### src/rtl/core/svd_pkg.sv
`timescale 1ns / 1ps

package svd_pkg;

    localparam int DATA_W    = 8;
    localparam int MAG_W     = 62;
    localparam int NUM_W     = 63;
    localparam int POS_W     = 6;
    localparam int STATUS_W  = 2;

    // First byte carries six magnitude bits; every later byte carries seven.
    localparam int FIRST_BITS = 6;
    localparam int GROUP_BITS = 7;

    // Largest bit position at which a continuation byte is still taken.
    localparam int MAX_SHIFT = 55;

    localparam logic [POS_W-1:0] FIRST_POS = POS_W'(FIRST_BITS);
    localparam logic [POS_W-1:0] POS_STEP  = POS_W'(GROUP_BITS);
    localparam logic [POS_W-1:0] POS_LIMIT = POS_W'(MAX_SHIFT);

    localparam int CONT_BIT = 7;
    localparam int SIGN_BIT = 6;

    typedef enum logic [STATUS_W-1:0] {
        STATUS_OK         = 2'd0,
        STATUS_TOO_LONG   = 2'd1,
        STATUS_END_IN_NUM = 2'd2
    } status_t;

endpackage

### src/rtl/core/signed_varint_stream_decoder.sv
`timescale 1ns / 1ps

// A byte that completes a number or raises an error shows its result on m_*
// in the cycle after the input transaction; other bytes give no result.
// Throughput: one byte per cycle, limited only by the single result register
// (s_ready is high whenever that register is empty or being drained).
// Reset (aresetn low, synchronous): decoder state returns to awaiting the first
// byte of a number, discarding is cleared and no result is held.
module signed_varint_stream_decoder (
    input  logic                                aclk,
    input  logic                                aresetn,
    input  logic                                s_valid,
    output logic                                s_ready,
    input  logic [svd_pkg::DATA_W-1:0]          s_data_byte,
    input  logic                                s_record_last,
    output logic                                m_valid,
    input  logic                                m_ready,
    output logic signed [svd_pkg::NUM_W-1:0]    m_number,
    output logic [svd_pkg::STATUS_W-1:0]        m_status
);

    logic [svd_pkg::MAG_W-1:0]   mag_reg, mag_next;
    logic [svd_pkg::POS_W-1:0]   pos_reg, pos_next;
    logic                        neg_reg, neg_next;
    logic                        in_num_reg, in_num_next;
    logic                        discard_reg, discard_next;

    logic                        out_valid_reg, out_valid_next;
    logic [svd_pkg::NUM_W-1:0]   out_number_reg, out_number_next;
    svd_pkg::status_t            out_status_reg, out_status_next;

    logic                        s_fire;
    logic                        emit;
    logic [svd_pkg::MAG_W-1:0]   mag_work;
    logic                        neg_work;
    logic [svd_pkg::MAG_W-1:0]   group_shifted;

    assign s_ready = !out_valid_reg || m_ready;
    assign s_fire  = s_valid && s_ready;

    assign group_shifted = {{(svd_pkg::MAG_W - svd_pkg::GROUP_BITS){1'b0}},
                            s_data_byte[svd_pkg::GROUP_BITS-1:0]} << pos_reg;

    always_comb begin
        mag_next        = mag_reg;
        pos_next        = pos_reg;
        neg_next        = neg_reg;
        in_num_next     = in_num_reg;
        discard_next    = discard_reg;
        emit            = 1'b0;
        out_number_next = out_number_reg;
        out_status_next = out_status_reg;
        mag_work        = mag_reg;
        neg_work        = neg_reg;

        if (s_fire) begin
            if (discard_reg) begin
                if (s_record_last) begin
                    discard_next = 1'b0;
                end
            end else if (in_num_reg && (pos_reg > svd_pkg::POS_LIMIT)) begin
                // A tenth byte: the number is abandoned and the rest of the
                // record is skipped unless this byte already ends it.
                emit            = 1'b1;
                out_number_next = '0;
                out_status_next = svd_pkg::STATUS_TOO_LONG;
                discard_next    = !s_record_last;
            end else begin
                if (!in_num_reg) begin
                    mag_work = {{(svd_pkg::MAG_W - svd_pkg::FIRST_BITS){1'b0}},
                                s_data_byte[svd_pkg::FIRST_BITS-1:0]};
                    neg_work = s_data_byte[svd_pkg::SIGN_BIT];
                    pos_next = svd_pkg::FIRST_POS;
                end else begin
                    // Groups never overlap, so the add reduces to an OR.
                    mag_work = mag_reg | group_shifted;
                    pos_next = pos_reg + svd_pkg::POS_STEP;
                end
                mag_next    = mag_work;
                neg_next    = neg_work;
                in_num_next = 1'b1;

                if (s_data_byte[svd_pkg::CONT_BIT]) begin
                    if (s_record_last) begin
                        emit            = 1'b1;
                        out_number_next = '0;
                        out_status_next = svd_pkg::STATUS_END_IN_NUM;
                    end
                end else begin
                    emit            = 1'b1;
                    out_status_next = svd_pkg::STATUS_OK;
                    out_number_next = neg_work ? (svd_pkg::NUM_W'(0) - {1'b0, mag_work})
                                               : {1'b0, mag_work};
                end
            end

            if (emit) begin
                mag_next    = '0;
                pos_next    = svd_pkg::FIRST_POS;
                neg_next    = 1'b0;
                in_num_next = 1'b0;
            end
        end

        if (emit) begin
            out_valid_next = 1'b1;
        end else if (m_ready) begin
            out_valid_next = 1'b0;
        end else begin
            out_valid_next = out_valid_reg;
        end
    end

    always_ff @(posedge aclk) begin
        if (!aresetn) begin
            mag_reg       <= '0;
            pos_reg       <= svd_pkg::FIRST_POS;
            neg_reg       <= 1'b0;
            in_num_reg    <= 1'b0;
            discard_reg   <= 1'b0;
            out_valid_reg <= 1'b0;
        end else begin
            mag_reg       <= mag_next;
            pos_reg       <= pos_next;
            neg_reg       <= neg_next;
            in_num_reg    <= in_num_next;
            discard_reg   <= discard_next;
            out_valid_reg <= out_valid_next;
        end
    end

    always_ff @(posedge aclk) begin
        out_number_reg <= out_number_next;
        out_status_reg <= out_status_next;
    end

    assign m_valid  = out_valid_reg;
    assign m_number = out_number_reg;
    assign m_status = out_status_reg;

endmodule

### config.mk
export PLATFORM = sky130hd
export DESIGN_NAME = signed_varint_stream_decoder
export DESIGN_NICKNAME = d
export VERILOG_FILES = /design/src/rtl/core/svd_pkg.sv /design/src/rtl/core/signed_varint_stream_decoder.sv
export SDC_FILE = /design/constraint.sdc
export NUM_CORES = 1
export LEC_CHECK = 0
export BUFFER_PORTS_ARGS = -buffer_cell sky130_fd_sc_hd__buf_2
export CAP_MARGIN = 20
export CELL_PAD_IN_SITES_DETAIL_PLACEMENT = 1
export CELL_PAD_IN_SITES_GLOBAL_PLACEMENT = 2
export CORE_MARGIN = 4
export CORE_UTILIZATION = 37
export DETAILED_ROUTE_END_ITERATION = 10
export PLACE_DENSITY = 0.92
export SLEW_MARGIN = 10
export SYNTH_ARGS = -nofsm -noshare
export SYNTH_HDL_FRONTEND = slang
export SYNTH_SLANG_ARGS = --single-unit
### constraint.sdc
create_clock -name aclk -period 6.06 [get_ports aclk]
set_input_delay 0.303 -clock aclk [delete_from_list [all_inputs] [get_ports aclk]]
set_output_delay 0.303 -clock aclk [all_outputs]
set_load 0.03 [all_outputs]
== Word-level counts from Yosys, hierarchy flattened ==
Cells that the tools add are included.

* $add $sub $neg: 2
* $lt $le $gt $ge: 1
* Eq/ne operators: 3
* Shift-type cells: 1
* Multiplexer cells: 37
* Bitwise operators: 3
* Reduce and logical (&&, ||, !) cells: 9

{| class="wikitable"
|+ Operators with widths
! kind !! number
|-
| $mux 62 || 7
|-
| $mux 63 || 3
|-
| $sub 1x62->63 const A || 1
|-
| $or 62x62->62 || 1
|-
| $shl 7x6->62 || 1
|-
| $mux 6 || 4
|-
| $mux 1 || 22
|-
| $add 6x3->6 const B || 1
|-
| $gt 6x6->1 const B || 1
|-
| $reduce_and 3->1 || 2
|-
| $ne 2x1->1 const B || 2
|-
| $ne 3x1->1 const B || 1
|-
| $logic_and 1x1->1 || 2
|-
| $logic_not 1->1 || 2
|-
| $mux 2 || 1
|-
| $not 1->1 || 2
|-
| $reduce_bool 2->1 || 1
|-
| $reduce_or 2->1 || 1
|-
| $logic_or 1x1->1 || 1
|}

* Register bits: 137
* Input bits: 13
* Output and inout bits: 67
* Word-level logic and storage cells: 65

== Logic depth before layout (Yosys ltp) ==
Gate-level depths: netlist of the first run.

* Depth in word-level cells: 9
* Mapped depth: 15

== Worst setup path before layout of the first run ==
No wires, ideal clock.

* Path kind: register to register
* Start: register in_num_reg
* End: register out_number_reg (netlist bit m_number[0]), enable pin
* Library setup time: 0.490 ns
* Arrival time: 4.391 ns
* Data required time: 5.570 ns
* Slack: 1.180 ns
* Stages on the path, launching flop included: 8
* Clock period less this slack: 4.880 ns
* Cell sequence: dfxtp_1 > clkbuf_1 > clkbuf_1 > buf_1 > nand2_1 > o21ai_0 > nor2_1 > nor2_1

* Word-level cells in the longest chain between the ends: 3

{| class="wikitable"
|+ RTL lines
! item !! RTL line !! source
|-
| start: declaration || signed_varint_stream_decoder.sv:25 || <nowiki>logic in_num_reg, in_num_next;</nowiki>
|-
| start signal: assignment || signed_varint_stream_decoder.sv:126 || <nowiki>in_num_reg <= in_num_next;</nowiki>
|-
| $logic_and 1x1->1 || signed_varint_stream_decoder.sv:61 || <nowiki>end else if (in_num_reg && (pos_reg > svd_pkg::POS_LIMIT)) begin</nowiki>
|-
| $ne 3x1->1 (no line) || n/a ||
|-
| $reduce_and 3->1 (no line) || n/a ||
|-
| end signal: assignment || signed_varint_stream_decoder.sv:133 || <nowiki>out_number_reg <= out_number_next;</nowiki>
|-
| end: declaration || signed_varint_stream_decoder.sv:29 || <nowiki>logic [svd_pkg::NUM_W-1:0] out_number_reg, out_number_next;</nowiki>
|}

Every way passes these cells.
A chain may end at the register's enable or synchronous reset.

== Final worst setup path of the first run ==
* Start: register pos_reg[1] (netlist name)
* End: register out_number_reg (netlist bit m_number[51]) (data pin)

* Word-level cells in the longest chain between the ends: 9
* Elaborated cells between the ends (all ways): 11
* Those cells by class: 1 x add/sub; 1 x order compare; 1 x shift; 6 x mux; 1 x bitwise; 1 x reduce/logical

{| class="wikitable"
|+ RTL lines
! item !! RTL line !! source
|-
| start: declaration || signed_varint_stream_decoder.sv:23 || <nowiki>logic [svd_pkg::POS_W-1:0] pos_reg, pos_next;</nowiki>
|-
| start signal: assignment || signed_varint_stream_decoder.sv:117 || <nowiki>pos_reg <= svd_pkg::FIRST_POS;</nowiki>
|-
| start signal: assignment || signed_varint_stream_decoder.sv:124 || <nowiki>pos_reg <= pos_next;</nowiki>
|-
| $shl 7x6->62 || signed_varint_stream_decoder.sv:41 || <nowiki>assign group_shifted = {{(svd_pkg::MAG_W - svd_pkg::GROUP_BITS){1'b0}},</nowiki>
|-
| $or 62x62->62 || signed_varint_stream_decoder.sv:76 || <nowiki>mag_work = mag_reg | group_shifted;</nowiki>
|-
| $mux 62 || signed_varint_stream_decoder.sv:69 || <nowiki>if (!in_num_reg) begin</nowiki>
|-
| $mux 62 || signed_varint_stream_decoder.sv:61 ||
|-
| $mux 62 || signed_varint_stream_decoder.sv:57 || <nowiki>if (discard_reg) begin</nowiki>
|-
| $mux 62 || signed_varint_stream_decoder.sv:56 || <nowiki>if (s_fire) begin</nowiki>
|-
| $sub 1x62->63 || signed_varint_stream_decoder.sv:92 || <nowiki>out_number_next = neg_work ? (svd_pkg::NUM_W'(0) - {1'b0, mag_work})</nowiki>
|-
| $mux 63 || signed_varint_stream_decoder.sv:92 ||
|-
| $mux 63 || signed_varint_stream_decoder.sv:83 || <nowiki>if (s_data_byte[svd_pkg::CONT_BIT]) begin</nowiki>
|}

Several ways; a longest one is shown, not always the timed one. The select of a mux whose other input is x is not followed.

==> run_results.csv, run 1 <==
group,metric,value,unit
synth,yosysMostFrequentCell,"nor2_1",
cells_and_area,nets,1051,
pwr,cellPowerDensity,258,mW/mm^2
die,core,0.0226,sq mm
timing,fin_crit_sh,87.3,%
clock_network,cts_tree,"done",
route,viasPerCell,6.20,
timing,fmaxAchievable,0.189,GHz
cells_and_area,fin_cells,1334,
global_routing,grtUsageTotal,24.9,%
clock_network,ctsResizeCount,0,
synth,yosysWarnings,0,
hold_path,hold_path_end,"discard_reg$_SDFFE_PN0P_",
critical_path,cpMaxStageDelayCell,"dfxtp_1",
timing,hold_violations,0,
critical_path,crit_buf_inv,1,
clock_network,clk_latency,0.43,ns
route,wl_per_cell,24.4,um
critical_path,setup.worst_path.end_class,"flip-flop",
clock_network,cts_made_buffers,17,
critical_path,rr_worst_depth,11,
cells_and_area,drive_above_1_share,16.5,%
global_routing,grt_pass1_wl,49900,um
status,run_status,"complete, no violations",
timing,rsz0062_at_grt,"false",
flow_run,drv_cap,0,
placed_design,hpwl,23100,um
timing,maxSlewHeadroom,27.3,%
hold_path,hold_depth,3,
route,drtPass1Iterations,5,
global_routing,grt_pass1_vias,8152,
die,die_w,160,um
cells_and_area,antennaDiodeCount,0,
timing,fin_tns_setup,0,ns
synth,synth_top_area_share,22.9,%
route,drc,0,
critical_path,startpoint,"pos_reg[1]$_SDFFE_PN1P_",
die,num_rows,55,
route,ant_nets,0,
die,design.die.area,0.0255,sq mm
critical_path,arrival,5.47,ns
placed_design,dp.cells,1301,
cells_and_area,syn_to_final_growth,15.7,%
critical_path,path_max_fanout,17,
synth,ys_seq_area_share,39.8,%
placed_design,globalplace.congestion,0.887,
clock_network,clk_path_buf_depth,2,
critical_path,cp_cell_sequence,"buf_4 > mux2_2 > mux4_2 > a21o_1 > o41ai_2 > and4_1 > or4b_1 > nor3_4 > a41oi_1 > xnor2_1 > and2_1",
clock_network,htreeDepth,4,
hold_path,hp-class,"in -> reg",
synth,syn_area,0.00852,sq mm
route,vias,8265,
critical_path,start_kind,"flip-flop",
timing,setup_viol,0,
cells_and_area,largest_register_ffs,63,
synth,synth_fp_nets,998,
die,die_h,160,um
timing,finalClockSkew,0.0129,ns
critical_path,critPathKind,"reg -> reg",
clock_network,path_clk_slew,0.07,ns
synth,yosys.area.top_type,"edfxtp_1",
route,drt-total-wl,32500,um
die,initial_core_util,37.6,%
synth,yosys-top-cells-area,"edfxtp_1 23%, dfxtp_1 17%, nor2_1 5.5%",
clock_network,cts_setup_buffers,0,
global_routing,grt_max_degree,73,
synth,ys.flop_type,"dfxtp_1",
critical_path,crit_required,6.24,ns
critical_path,rr_endpoint,"m_number[51]$_SDFFCE_PP0P_",
clock_network,cts.sinks,137,
global_routing,gr-total-overflow,0,
timing,finalMaxSlewViolations,0,
route,drt_iter0_markers,755,
synth,yosysUniqueCellTypes,82,
placed_design,port_buffers,79,
critical_path,r2r_slack,0.77,ns
synth,syn_area_per_cell,8.66,sq um
critical_path,cp_top_family,"simple AND/OR/NAND/NOR gates",
global_routing,antenna_found_initial,0,
synth,synth_common_cells,"124 x nor2_1, 72 x dfxtp_1, 68 x a21oi_1, 68 x nor2b_1, 65 x edfxtp_1",
critical_path,cpPeakStageDelay,0.74,ns
die,ios,80,
synth,postSynth.asyncResetShare,0,%
synth,netlist_instances,983,
clock_network,root_buffer,"clkbuf_16",
hold_path,worstHoldStart,"s_valid",
synth,ys_seq_elements,137,
pwr,p_leak,3.61,nW
timing,tightest_slew,1.09,ns
timing,min_period,5.29,ns
clock_network,ctsHoldBuffers,0,
pwr,ir_drop,0.150,mV
critical_path,r2r_start,"pos_reg[1]$_SDFFE_PN1P_",
synth,synth_edf_count,65,
[cell families after synthesis]
family                   after synthesis  share of synthesized area [%]
XOR/XNOR                              48                           4.94
flip-flops                           137                           39.8
multiplexers                          18                           2.73
buffers and inverters                 94                           4.42
AND/OR/NAND/NOR                      373                           22.5
AO/OA/AOI/OAI                        311                           25.2
adder cells (fa/ha/maj)                2                          0.294
[stage by stage]
step | total power (W) | util, % | setup WS [ns] | hold slack, ns | instance area (sq um)
after floorplan | 0.00129 | - | 1.18 | 0.452 | 8520
after global placement | 0.00140 | 40.6 | 0.989 | 0.464 | 9200
after detailed placement | 0.00141 | 40.6 | 0.910 | 0.495 | 9200
after CTS | 0.00255 | 43.4 | 0.834 | 0.143 | 9830
after global routing | 0.00262 | 43.5 | 0.551 | 0.175 | 9850
final | 0.00254 | 43.5 | 0.770 | 0.147 | 9850
[cells in the final DEF (no fill, tap or decap), types with 4 or more instances in the layout]
| master | synthesis | routed |
|---|---|---|
| o21ai_0 | 51 | 51 |
| edfxtp_1 | 65 | 65 |
| xnor2_1 | 25 | 25 |
| a32oi_1 | 19 | 19 |
| a22oi_1 | 44 | 44 |
| a41oi_1 | 11 | 11 |
| a31oi_1 | 25 | 25 |
| nor2_1 | 124 | 123 |
| o31ai_1 | 8 | 8 |
| clkbuf_16 | 0 | 17 |
| nor2b_1 | 68 | 68 |
| or3_1 | 8 | 8 |
| nor3b_1 | 10 | 10 |
| a2bb2oi_1 | 4 | 4 |
| or2_2 | 5 | 5 |
| dfxtp_1 | 72 | 71 |
| nand4_1 | 4 | 4 |
| bufinv_16 | 0 | 4 |
| nor4_1 | 6 | 5 |
| a32o_1 | 7 | 7 |
| buf_4 | 0 | 29 |
| mux2i_1 | 6 | 6 |
| o31a_1 | 4 | 4 |
| xor2_1 | 23 | 23 |
| a21boi_0 | 4 | 4 |
| nor3_1 | 21 | 21 |
| nand2_1 | 59 | 59 |
| inv_1 | 18 | 18 |
| and3b_1 | 6 | 6 |
| nand3_1 | 13 | 13 |
| a21oi_1 | 68 | 68 |
| nand2b_1 | 12 | 12 |
| and2_1 | 17 | 17 |
| mux2_2 | 8 | 8 |
| a21o_1 | 15 | 15 |
| buf_2 | 7 | 79 |
| inv_6 | 0 | 4 |
[worst reg2reg max path: stages, from the launching register on]
cell and delay, ns:
dfxtp_1 0.74, buf_4 0.28, mux2_2 0.40, mux4_2 0.67, a21o_1 0.31, o41ai_2 0.44
and4_1 0.43, or4b_1 0.69, nor3_4 0.55, a41oi_1 0.22, xnor2_1 0.16, and2_1 0.15
[where the power goes]
group | internal [W] | leakage [nW] | total [W] | switching [W]
clock | 0.000701 | 0.306 | 0.00115 | 0.000448
combinational | 0.000108 | 2.09 | 0.000368 | 0.000260
sequential | 0.00101 | 1.22 | 0.00103 | 0.0000161
total | 0.00182 | 3.61 | 0.00254 | 0.000724
[per-layer routing]
metal / track usage [%] / vias up / part of all wire (%)
li1: - / 3761 / -
met3: 5.06 / 54 / 7.3
met4: 8.32 / 0 / 2.6
met5: 0 / - / 0
met1: 33.4 / 4108 / 43
met2: 40.3 / 342 / 47
[area by class of cell]
type	instances	area (sq um)
Clock inverter	14	210
Sequential cell	137	3390
Multi-Input combinational cell	752	4760
Inverter	19	71.3
Tap cell	285	357
Fill cell	2619	12800
Timing Repair Buffer	109	633
Clock buffer	18	429
[worst max-delay path by stage]
stage	to	slack [ns]	cells after the start
after detailed placement	m_number[51]$_SDFFCE_PP0P_	0.91	11
final	m_number[51]$_SDFFCE_PP0P_	0.77	11
after floorplan	m_number[0]$_SDFFCE_PP0P_	1.18	7
after global placement	m_number[51]$_SDFFCE_PP0P_	0.99	11
after global routing	m_number[51]$_SDFFCE_PP0P_	0.55	11
after CTS	m_number[49]$_SDFFCE_PP0P_	0.83	11
Power figures use the tool's default switching activity.
==> inputs of run 2 (changes only) <==
--- a/config.mk
+++ b/config.mk
@@ -10,9 +10,9 @@
 export CELL_PAD_IN_SITES_DETAIL_PLACEMENT = 1
 export CELL_PAD_IN_SITES_GLOBAL_PLACEMENT = 2
 export CORE_MARGIN = 4
-export CORE_UTILIZATION = 37
+export CORE_UTILIZATION = 25
 export DETAILED_ROUTE_END_ITERATION = 10
-export PLACE_DENSITY = 0.92
+export PLACE_DENSITY = 0.69
 export SLEW_MARGIN = 10
 export SYNTH_ARGS = -nofsm -noshare
 export SYNTH_HDL_FRONTEND = slang
==> run_results.csv, run 2 (synthesized netlist as in run 1, its figures left out) <==
group,metric,value,unit
clock_network,ctsResizeCount,0,
die,initial_core_util,25.4,%
global_routing,grt_max_degree,73,
timing,tightest_slew,1.07,ns
timing,min_period,5.47,ns
global_routing,grtUsageTotal,17.9,%
clock_network,path_clk_slew,0.07,ns
timing,fin_crit_sh,90.2,%
placed_design,globalplace.congestion,0.844,
cells_and_area,antennaDiodeCount,0,
timing,fin_tns_setup,0,ns
pwr,p_leak,3.62,nW
die,num_rows,67,
critical_path,start_kind,"flip-flop",
cells_and_area,syn_to_final_growth,17.8,%
clock_network,root_buffer,"clkbuf_16",
critical_path,arrival,5.67,ns
die,die_h,193,um
cells_and_area,final_util,29.9,%
hold_path,hp-class,"in -> reg",
placed_design,hpwl,24500,um
clock_network,htreeDepth,4,
clock_network,clk_latency,0.44,ns
global_routing,gr-total-overflow,0,
clock_network,cts_made_buffers,17,
route,drt-total-wl,33500,um
clock_network,cts.sinks,137,
timing,maxSlewHeadroom,28.9,%
clock_network,cts_setup_buffers,0,
cells_and_area,nets,1052,
die,die_w,193,um
die,core,0.0335,sq mm
route,viasPerCell,5.37,
die,ios,80,
cells_and_area,drive_above_1_share,16.8,%
die,design.die.area,0.0371,sq mm
timing,hold_violations,0,
route,wl_per_cell,22.4,um
flow_run,drv_cap,0,
global_routing,grt_pass1_wl,50600,um
route,drtPass1Iterations,5,
critical_path,path_max_fanout,26,
status,run_status,"complete, no violations",
global_routing,grt_pass1_vias,7983,
cells_and_area,final_common_cell,"nor2_1",
pwr,ir_drop,0.177,mV
route,ant_nets,0,
clock_network,ctsHoldBuffers,0,
route,drt_iter0_markers,688,
critical_path,crit_required,6.26,ns
timing,finalClockSkew,0.0135,ns
route,drc,0,
timing,rsz0062_at_grt,"false",
clock_network,cts_tree,"done",
global_routing,antenna_found_initial,0,
pwr,cellPowerDensity,245,mW/mm^2
timing,setup_viol,0,
clock_network,clk_path_buf_depth,2,
critical_path,critPathKind,"reg -> reg",
critical_path,setup.worst_path.end_class,"flip-flop",
cells_and_area,largest_register_ffs,63,
cells_and_area,final_cell_mix,"123 x nor2_1, 79 x buf_2, 71 x dfxtp_1, 68 x a21oi_1, 68 x nor2b_1",
placed_design,port_buffers,79,
route,vias,8042,
timing,fmaxAchievable,0.183,GHz
timing,finalMaxSlewViolations,0,
==> run 2: changes by cell type in the layout (fill, tap and decap cells not counted), sizes merged <==
cell and delta:
buf +1, bufinv -4, clkinv +2, clkbuf +6, inv -4
==> run 2: per-stage QoR <==
step                      total power [W]  instances  instance area, sq um  worst slack, ns  hold WS (ns)
after detailed placement          0.00141       1465                  9410            0.737         0.499
after floorplan                   0.00129        983                  8520             1.18         0.452
after CTS                         0.00248       1497                 10000            0.720         0.138
after global placement            0.00141       1465                  9410            0.855         0.489
after global routing              0.00255       1498                 10000            0.422         0.175
final                             0.00245       1498                 10000            0.594         0.158
==> run 2: worst max-delay path: stages (launching register included) <==
cell and delay [ns]:
dfxtp_1 0.92, mux2_4 0.39, a222oi_1 0.84, a21o_2 0.30, a41oi_2 0.18, or4b_4 0.63
or4b_1 0.76, nor3_4 0.61, a41oi_1 0.26, xnor2_1 0.18, and2_1 0.15
==> run 2: per-layer routing <==
layer / part of all wire [%] / vias to the layer above / GRT usage, %
li1: - / 3745 / -
met1: 46 / 4032 / 24.4
met2: 46 / 222 / 29.2
met3: 4.9 / 43 / 2.75
met4: 2.4 / 0 / 5.62
met5: 0 / - / 0
==> run 2: where the power goes <==
part	internal, W	total (W)	switching, W
Combinational	0.000107	0.000367	0.000260
Sequential	0.00101	0.00103	0.0000162
Clock	0.000637	0.00106	0.000423
Total	0.00175	0.00245	0.000700
==> run 2: area by class of cell <==
cell class	count	area, sq um
clock buffers	24	552
clock inverters	8	51.3
fillers	3962	23500
inverters	19	71.3
multi-input cells	752	4760
flip-flops and latches	137	3390
well taps	448	561
repair buffers	110	641
==> run 2: path summary, 6_finish.rpt <==
path                            depth (start not counted)                          to  slack [ns]                startpoint
worst min-delay path                                    3    discard_reg$_SDFFE_PN0P_        0.16                   s_valid
worst max register to register                         10  m_number[51]$_SDFFCE_PP0P_        0.59   pos_reg[1]$_SDFFE_PN1P_
worst min register to register                          2    mag_reg[51]$_SDFFE_PN0P_        0.52  mag_reg[51]$_SDFFE_PN0P_
worst max-delay path                                   10  m_number[51]$_SDFFCE_PP0P_        0.59   pos_reg[1]$_SDFFE_PN1P_
